--- src/design/wsta_pkg.sv ---
// shared types and constants for the weighted server task assigner
package wsta_pkg;

    // default sizing
    localparam int MAX_SERVERS_DEF = 16;
    localparam int TIME_BITS_DEF   = 40;

    // fixed field widths
    localparam int SLOT_W     = 4;
    localparam int WEIGHT_W   = 16;
    localparam int DUR_W      = 16;
    localparam int SERVER_W   = 4;
    localparam int OUT_TIME_W = 40;
    localparam int NOW_W      = 32;
    localparam int CFG_W      = 5;

    // active server count after reset
    localparam logic [CFG_W-1:0] ACTIVE_RESET = 5'd16;

    // item kinds
    typedef enum logic {
        MODE_LOAD = 1'b0,
        MODE_TASK = 1'b1
    } mode_t;

    // input item
    typedef struct packed {
        mode_t               mode;
        logic [SLOT_W-1:0]   server_slot;
        logic [WEIGHT_W-1:0] server_weight_in;
        logic [DUR_W-1:0]    task_duration;
    } in_item_t;

    // result item
    typedef struct packed {
        logic [SERVER_W-1:0]   assigned_server;
        logic [OUT_TIME_W-1:0] start_second;
        logic [OUT_TIME_W-1:0] finish_second;
        logic                  had_to_wait;
    } out_item_t;

    // table update strobes
    typedef struct packed {
        logic load_we;
        logic task_we;
    } ctl_t;

endpackage

--- src/design/wsta_state.sv ---
// server weight table, free time table and task second counter
module wsta_state #(
    parameter int MAX_SERVERS = wsta_pkg::MAX_SERVERS_DEF,
    parameter int TIME_BITS   = wsta_pkg::TIME_BITS_DEF
) (
    input  logic                           clk,
    input  logic                           rst_n,
    input  wsta_pkg::ctl_t                 ctl,
    input  logic [wsta_pkg::SLOT_W-1:0]    slot,
    input  logic [wsta_pkg::WEIGHT_W-1:0]  weight_in,
    input  logic [((MAX_SERVERS > 1) ? $clog2(MAX_SERVERS) : 1)-1:0] win_idx,
    input  logic [TIME_BITS-1:0]           finish,
    output logic [wsta_pkg::WEIGHT_W-1:0]  weight_q [MAX_SERVERS],
    output logic [TIME_BITS-1:0]           free_q [MAX_SERVERS],
    output logic [wsta_pkg::NOW_W-1:0]     now
);

    localparam int IDX_W = (MAX_SERVERS > 1) ? $clog2(MAX_SERVERS) : 1;

    logic [wsta_pkg::WEIGHT_W-1:0] weight_reg [MAX_SERVERS];
    logic [TIME_BITS-1:0]          free_reg [MAX_SERVERS];
    logic [wsta_pkg::NOW_W-1:0]    now_reg;
    logic [wsta_pkg::NOW_W-1:0]    now_next;

    for (genvar j = 0; j < MAX_SERVERS; j++)
    begin : g_entry
        // weight load, slots past the table are dropped
        always_ff @(posedge clk)
        begin
            if (ctl.load_we && (32'(slot) == j))
            begin
                weight_reg[j] <= weight_in;
            end
        end

        // free time of the chosen server moves to its finish
        always_ff @(posedge clk or negedge rst_n)
        begin
            if (!rst_n)
            begin
                free_reg[j] <= '0;
            end
            else if (ctl.task_we && (win_idx == IDX_W'(j)))
            begin
                free_reg[j] <= finish;
            end
        end

        assign weight_q[j] = weight_reg[j];
        assign free_q[j]   = free_reg[j];
    end

    // second counter steps once per task, wraps
    assign now_next = ctl.task_we ? now_reg + 1'b1 : now_reg;

    always_ff @(posedge clk or negedge rst_n)
    begin
        if (!rst_n)
        begin
            now_reg <= '0;
        end
        else
        begin
            now_reg <= now_next;
        end
    end

    assign now = now_reg;

endmodule

--- src/design/wsta_select.sv ---
// start time per server and min-key compare tree over (start, weight, index)
module wsta_select #(
    parameter int MAX_SERVERS = wsta_pkg::MAX_SERVERS_DEF,
    parameter int TIME_BITS   = wsta_pkg::TIME_BITS_DEF
) (
    input  logic [wsta_pkg::WEIGHT_W-1:0] weight_q [MAX_SERVERS],
    input  logic [TIME_BITS-1:0]          free_q [MAX_SERVERS],
    input  logic [wsta_pkg::NOW_W-1:0]    now,
    input  logic [wsta_pkg::CFG_W-1:0]    active_servers,
    output logic [((MAX_SERVERS > 1) ? $clog2(MAX_SERVERS) : 1)-1:0] win_idx,
    output logic [((TIME_BITS > wsta_pkg::NOW_W) ? TIME_BITS : wsta_pkg::NOW_W)-1:0] win_start
);

    localparam int IDX_W  = (MAX_SERVERS > 1) ? $clog2(MAX_SERVERS) : 1;
    localparam int KEY_W  = (TIME_BITS > wsta_pkg::NOW_W) ? TIME_BITS : wsta_pkg::NOW_W;
    localparam int LEVELS = $clog2(MAX_SERVERS);
    localparam int LEAVES = 1 << LEVELS;

    // heap-ordered tree nodes, leaves at LEAVES .. 2*LEAVES-1
    logic                          nd_valid  [1:2*LEAVES-1];
    logic [KEY_W-1:0]              nd_key    [1:2*LEAVES-1];
    logic [wsta_pkg::WEIGHT_W-1:0] nd_weight [1:2*LEAVES-1];
    logic [IDX_W-1:0]              nd_idx    [1:2*LEAVES-1];

    logic [KEY_W-1:0] now_ext;

    assign now_ext = KEY_W'(now);

    // leaves: start = max(free time, now), server 0 always in use
    for (genvar j = 0; j < LEAVES; j++)
    begin : g_leaf
        if (j < MAX_SERVERS)
        begin : g_real
            logic [KEY_W-1:0] free_ext;
            assign free_ext                = KEY_W'(free_q[j]);
            assign nd_valid[LEAVES + j]    = (j == 0) || (32'(j) < 32'(active_servers));
            assign nd_key[LEAVES + j]      = (free_ext > now_ext) ? free_ext : now_ext;
            assign nd_weight[LEAVES + j]   = weight_q[j];
            assign nd_idx[LEAVES + j]      = IDX_W'(j);
        end
        else
        begin : g_pad
            assign nd_valid[LEAVES + j]    = 1'b0;
            assign nd_key[LEAVES + j]      = '0;
            assign nd_weight[LEAVES + j]   = '0;
            assign nd_idx[LEAVES + j]      = '0;
        end
    end

    // inner nodes: right wins on smaller key, or tie and smaller weight
    for (genvar k = 1; k < LEAVES; k++)
    begin : g_node
        logic pick_r;
        assign pick_r = nd_valid[2*k+1] &&
                        (!nd_valid[2*k] ||
                         (nd_key[2*k+1] < nd_key[2*k]) ||
                         ((nd_key[2*k+1] == nd_key[2*k]) &&
                          (nd_weight[2*k+1] < nd_weight[2*k])));
        assign nd_valid[k]  = nd_valid[2*k] || nd_valid[2*k+1];
        assign nd_key[k]    = pick_r ? nd_key[2*k+1]    : nd_key[2*k];
        assign nd_weight[k] = pick_r ? nd_weight[2*k+1] : nd_weight[2*k];
        assign nd_idx[k]    = pick_r ? nd_idx[2*k+1]    : nd_idx[2*k];
    end

    assign win_idx   = nd_idx[1];
    assign win_start = nd_key[1];

endmodule

--- src/design/weighted_server_task_assigner_top.sv ---
// top level of the weighted server task assigner
//
//  channel | signals                     | payload
//  --------+-----------------------------+-----------------------------
//  in      | in_valid / in_ready         | in_data  (wsta_pkg::in_item_t)
//  out     | out_valid / out_ready       | out_data (wsta_pkg::out_item_t)
//  cfg     | cfg_valid / cfg_ready       | cfg_data (active server count)
//
// one item per cycle while the output is not held: an item waits in the input
// register, the compare tree and finish add settle combinationally from it, and a
// task result lands in the output register as the task leaves the input register.
// loads give no result and never wait on the output side.
// a held output stalls only task items; the input register refills as it empties.
// reset clears all free times, the second counter and sets 16 active servers.
module weighted_server_task_assigner_top #(
    parameter int MAX_SERVERS = wsta_pkg::MAX_SERVERS_DEF,
    parameter int TIME_BITS   = wsta_pkg::TIME_BITS_DEF
) (
    input  logic                         clk,
    input  logic                         rst_n,
    input  logic                         in_valid,
    output logic                         in_ready,
    input  wsta_pkg::in_item_t           in_data,
    output logic                         out_valid,
    input  logic                         out_ready,
    output wsta_pkg::out_item_t          out_data,
    input  logic                         cfg_valid,
    output logic                         cfg_ready,
    input  logic [wsta_pkg::CFG_W-1:0]   cfg_data
);

    localparam int IDX_W = (MAX_SERVERS > 1) ? $clog2(MAX_SERVERS) : 1;
    localparam int KEY_W = (TIME_BITS > wsta_pkg::NOW_W) ? TIME_BITS : wsta_pkg::NOW_W;
    localparam int OW    = wsta_pkg::OUT_TIME_W;

    logic                         in_valid_reg;
    wsta_pkg::in_item_t           in_item_reg;
    logic                         out_valid_reg;
    logic                         out_valid_next;
    wsta_pkg::out_item_t          out_item_reg;
    logic [wsta_pkg::CFG_W-1:0]   active_reg;

    logic                         fire;
    wsta_pkg::ctl_t               ctl;

    logic [wsta_pkg::WEIGHT_W-1:0] weight_q [MAX_SERVERS];
    logic [TIME_BITS-1:0]          free_q [MAX_SERVERS];
    logic [wsta_pkg::NOW_W-1:0]    now;
    logic [IDX_W-1:0]              win_idx;
    logic [KEY_W-1:0]              win_start;

    logic [KEY_W:0]                finish_sum;
    logic [KEY_W:0]                time_max_ext;
    logic [KEY_W:0]                finish_key;
    logic [KEY_W+OW:0]             finish_wide;
    logic [KEY_W+OW-1:0]           start_wide;
    logic [IDX_W+wsta_pkg::SERVER_W-1:0] idx_wide;
    wsta_pkg::out_item_t           result;

    // config register, always writable
    assign cfg_ready = 1'b1;

    always_ff @(posedge clk or negedge rst_n)
    begin
        if (!rst_n)
        begin
            active_reg <= wsta_pkg::ACTIVE_RESET;
        end
        else if (cfg_valid && cfg_ready)
        begin
            active_reg <= cfg_data;
        end
    end

    // held item is processed when it is a load or the output can take a result
    assign fire = in_valid_reg &&
                  ((in_item_reg.mode == wsta_pkg::MODE_LOAD) || !out_valid_reg || out_ready);
    assign in_ready = !in_valid_reg || fire;

    assign ctl.load_we = fire && (in_item_reg.mode == wsta_pkg::MODE_LOAD);
    assign ctl.task_we = fire && (in_item_reg.mode == wsta_pkg::MODE_TASK);

    // input register
    always_ff @(posedge clk or negedge rst_n)
    begin
        if (!rst_n)
        begin
            in_valid_reg <= 1'b0;
        end
        else if (in_ready)
        begin
            in_valid_reg <= in_valid;
        end
    end

    always_ff @(posedge clk)
    begin
        if (in_valid && in_ready)
        begin
            in_item_reg <= in_data;
        end
    end

    // tables
    wsta_state #(
        .MAX_SERVERS (MAX_SERVERS),
        .TIME_BITS   (TIME_BITS)
    ) u_state (
        .clk       (clk),
        .rst_n     (rst_n),
        .ctl       (ctl),
        .slot      (in_item_reg.server_slot),
        .weight_in (in_item_reg.server_weight_in),
        .win_idx   (win_idx),
        .finish    (finish_key[TIME_BITS-1:0]),
        .weight_q  (weight_q),
        .free_q    (free_q),
        .now       (now)
    );

    // server choice
    wsta_select #(
        .MAX_SERVERS (MAX_SERVERS),
        .TIME_BITS   (TIME_BITS)
    ) u_select (
        .weight_q       (weight_q),
        .free_q         (free_q),
        .now            (now),
        .active_servers (active_reg),
        .win_idx        (win_idx),
        .win_start      (win_start)
    );

    // finish = start + duration, saturating at the largest time
    assign finish_sum   = {1'b0, win_start} + (KEY_W + 1)'(in_item_reg.task_duration);
    assign time_max_ext = (KEY_W + 1)'({TIME_BITS{1'b1}});
    assign finish_key   = (finish_sum > time_max_ext) ? time_max_ext : finish_sum;

    // fit internal widths to the result fields
    assign finish_wide = {{OW{1'b0}}, finish_key};
    assign start_wide  = {{OW{1'b0}}, win_start};
    assign idx_wide    = {{wsta_pkg::SERVER_W{1'b0}}, win_idx};

    assign result.assigned_server = idx_wide[wsta_pkg::SERVER_W-1:0];
    assign result.start_second    = start_wide[OW-1:0];
    assign result.finish_second   = finish_wide[OW-1:0];
    assign result.had_to_wait     = win_start > KEY_W'(now);

    // output register
    assign out_valid_next = ctl.task_we ? 1'b1 : (out_ready ? 1'b0 : out_valid_reg);

    always_ff @(posedge clk or negedge rst_n)
    begin
        if (!rst_n)
        begin
            out_valid_reg <= 1'b0;
        end
        else
        begin
            out_valid_reg <= out_valid_next;
        end
    end

    always_ff @(posedge clk)
    begin
        if (ctl.task_we)
        begin
            out_item_reg <= result;
        end
    end

    assign out_valid = out_valid_reg;
    assign out_data  = out_item_reg;

endmodule

--- config.mk ---
export PLATFORM = sky130hd
export DESIGN_NAME = weighted_server_task_assigner_top
export DESIGN_NICKNAME = d
export VERILOG_FILES = /design/src/design/wsta_pkg.sv /design/src/design/wsta_state.sv /design/src/design/wsta_select.sv /design/src/design/weighted_server_task_assigner_top.sv
export SDC_FILE = /design/constraint.sdc
export NUM_CORES = 2
export LEC_CHECK = 0
export BUFFER_PORTS_ARGS = -buffer_cell sky130_fd_sc_hd__buf_2
export CAP_MARGIN = 20
export CORE_AREA = 2 2 495 399
export CTS_CLUSTER_SIZE = 10
export DETAILED_ROUTE_END_ITERATION = 6
export DIE_AREA = 0 0 497 401
export PLACE_DENSITY_LB_ADDON = 0.2
export SLEW_MARGIN = 20
export SYNTH_ARGS = -nofsm -noshare
export SYNTH_HDL_FRONTEND = slang
export SYNTH_HIERARCHICAL = 1
export SYNTH_SLANG_ARGS = --single-unit
--- constraint.sdc ---
create_clock -name clk -period 38.7 [get_ports clk]
set_clock_uncertainty 0.05 [all_clocks]
set_input_delay 11.61 -clock clk [delete_from_list [all_inputs] [get_ports clk]]
set_output_delay 11.61 -clock clk [all_outputs]
set_load 0.005 [all_outputs]
==> metrics.md <==
| Metric | Value |
|---|---|
| Total negative slack | `0 ns` |
| Tmin final | `approximately 29 ns` |
| Hold buffer count at cts | `0` |
| Vias in the first global route | `68,900` |
| Antenna violations before repair | `43` |
| Hold Path Class | `reg2reg` |
| WS Path Type | `reg2reg` |
| Hold WS | `approximately 0.44 ns` |
| Failing checks | `DRC` |
| Synthesized instance count | `between 8,000 and 9,000` |
| GP Congestion | `1.07` |
| Share of the synthesized area in the top cell type | `0.199` |
| PortBufs | `133` |
| Post-synth top area cell | `ha_1` |
| Rel. slew slack | `0.119` |
| Clk slew on worst S/H paths | `0.06 ns` |
| Starting Density | `0.448` |
| WL final | `between 300,000 and 400,000 um` |
| Worst hold path depth | `1` |
| Final worst slack | `10.03 ns` |
| Post-Syn Area | `roughly 87,000 um2` |
| 1st-iter DRT viols | `between 9,000 and 10,000` |
| CP Buf/Inv Count | `13` |
| Pin count of the biggest net entering global routing | `106` |
| Worst setup EP type | `register` |
| DR WL/cell | `33.3 um` |
| Crit path max-delay cell type | `a2111oi_1` |
| Clock buffer depth | `3` |
| # setup viols final | `0` |
| Core Region | `194,000 um2` |
| EDFF count, synth | `about 380` |
| First-pass GRT wire length | `528,000 um` |
| Slew Viols, Final | `0` |
| Worst flop-to-flop path startpoint | `u_state/now[25]` |
| Maxcap violations | `0` |
| Flops & latches, synth | `~1,100` |
| Hold Vio Cnt, Final | `0` |
| Fin crit share | `0.741` |
| RSZ-0062 raised after global routing | `false` |
| Largest stage delay, worst path | `1.23 ns` |
| Prevailing post-synth register cell | `dfrtp_1` |
| Worst Path Arrival | `about 30 ns` |
| CTS tree | `built` |
| Startpoint Class | `register` |
| Post-DP HPWL | `293,000 um` |
| Nets | `approximately 10,000` |
| Total gr overflow | `0` |
| Antenna-violating nets left | `0` |
| FP Rows | `145` |
| Syn_area_per_cell | `10.0 um2` |
| Worst R2R End | `u_state/free_q[33]` |
| Clock Latency Late Sink | `around 0.83 ns` |
| Setup bufs post-CTS | `0` |
| Critical path required time | `39.33 ns` |
| Boundary Pins | `135` |
| CTS Sinks | `roughly 1,100` |
| Vias per inst | `6.48` |
| Top post-synthesis cells by count | `ha_1 (1,386), mux2i_1 (857), inv_1 (760)` |
| Ys Warns | `6` |
| Area delta synth->final | `9.46%` |
| CP Max Fanout | `46` |
| Flip-flop count of the largest register after layout | `640` |
| H-Tree Depth | `4` |
| CTS Buf Count | `136` |
| Hold_sp | `u_state/now[9]` |
| Top-count cell post-synth | `ha_1` |
| DR pass1 iterations | `7` |
| CP delay by family, top | `simple AND/OR/NAND/NOR gates` |
| Worst hold path endpoint | `u_state/now[9]` |
| Reg2reg setup slack | `about 10 ns` |
| DRC Markers | `1` |
| DP Worst Slack | `11.56 ns` |
| Async set-reset flop share out of synthesis | `0.642` |
| Root Driver | `clkbuf_16` |
| R2r worst-path depth | `70` |
| Seq/Total Area, Yosys | `0.326` |
| Via count | `73,800` |
| All-Layer GR Usage | `0.369` |
| Distinct cells, synth | `108` |
| Die Wd | `497 um` |
| F_max | `0.0349 GHz` |
| Util after Layout | `0.490` |
| Share of cells above drive strength 1 | `0.157` |
| Ranking of synthesized cells by area | `ha_1 (20%), dfrtp_1 (19%), edfxtp_1 (13%), mux2i_1 (9.9%), mux2_2 (9.0%)` |
| Die area | `199,000 um2` |
| Syn Nets | `10,100` |
| Worst slew pin tran | `1.31 ns` |
| Die height | `~400 um` |
| Cts repair resizes | `0` |
| Status | `complete, but fails checks` |
placed cells by master (no fill, tap or decap), drive strengths merged, types with 12 or more instances in the layout:
| master | count |
|---|---|
| a2111oi | 24 |
| a211o | 13 |
| a211oi | 60 |
| a21o | 193 |
| a21oi | 568 |
| a221o | 37 |
| a221oi | 20 |
| a31oi | 59 |
| and2 | 14 |
| and3 | 59 |
| and4 | 35 |
| buf | 342 |
| clkbuf | 202 |
| clkinv | 28 |
| dfrtp | 678 |
| diode | 12 |
| edfxtp | 378 |
| ha | 1386 |
| inv | 767 |
| mux2 | 724 |
| mux2i | 857 |
| nand2 | 434 |
| nand2b | 75 |
| nand3 | 120 |
| nand4 | 264 |
| nor2 | 341 |
| nor2b | 80 |
| nor3 | 90 |
| nor4 | 78 |
| o211ai | 54 |
| o21a | 40 |
| o21ai | 400 |
| o21bai | 12 |
| o221a | 34 |
| o22ai | 104 |
| or2 | 14 |
| or3 | 25 |
| xnor2 | 26 |
| xor2 | 20 |
worst max-delay path by stage:
stage	startpoint	end	slack [ns]	cells after the start
detailed placement	u_state/now[25]	u_state/free_q[33]	11.56	68
global route	u_state/now[25]	u_state/free_q[33]	9.87	70
finish	u_state/now[25]	u_state/free_q[33]	10.03	70
CTS	u_state/now[25]	u_state/free_q[33]	11.46	70
floorplan	out_ready	in_ready	15.16	2
global placement	u_state/now[25]	u_state/free_q[73]	10.57	68
worst register-to-register path, delay by kind of cell, from the launching register on:
family	cells	cell delay [ns]
buf+inv	13	4.72
fa+ha+maj	7	1.96
simple gates	21	8.97
flops	1	0.91
mux	6	3.02
compound gates	23	8.91
metrics by stage:
| stage | std cells | area [um2] |
|---|---|---|
| 2_1_floorplan | 8684 | 87100 |
| 6_report | 11400 | 95300 |
| 3_5_place_dp | 11100 | 91000 |
| 5_1_grt | 11400 | 95300 |
| 3_3_place_gp | 11100 | 90900 |
| 4_1_cts | 11400 | 95200 |
routing by layer:
| layer | up-vias | wire, um | track usage |
|---|---|---|---|
| li1 | 32200 | - | - |
| met1 | 36800 | 167000 | 0.528 |
| met2 | 4100 | 151000 | 0.514 |
| met3 | 677 | 43000 | 0.105 |
| met4 | 32 | 18400 | 0.154 |
| met5 | - | 230 | 0 |
area by class of cell:
class / instances / area [um2]
Fill cell: 17800 / 99000
Multi-Input combinational cell: 6404 / 54300
Sequential cell: 1057 / 28300
Clock buffer: 202 / 3800
Tap cell: 2572 / 3220
Inverter: 761 / 2860
Timing Repair Buffer: 342 / 2260
Clock inverter: 38 / 458
Antenna cell: 12 / 30.0
kinds of logic after synthesis:
| group | after synthesis | share of synthesized area |
|---|---|---|
| XOR/XNOR | 46 | 0.00463 |
| AND/OR/NAND/NOR | 1673 | 0.0975 |
| flip-flops | 1057 | 0.326 |
| AO/OA/AOI/OAI | 1716 | 0.124 |
| buffers and inverters | 1223 | 0.0569 |
| multiplexers | 1581 | 0.192 |
| other | 1 | 0.0000431 |
| adder cells (fa/ha/maj) | 1387 | 0.199 |
Power is not shown: default switching activity piles up to over one toggle a cycle in this logic, so the estimate is an artifact.
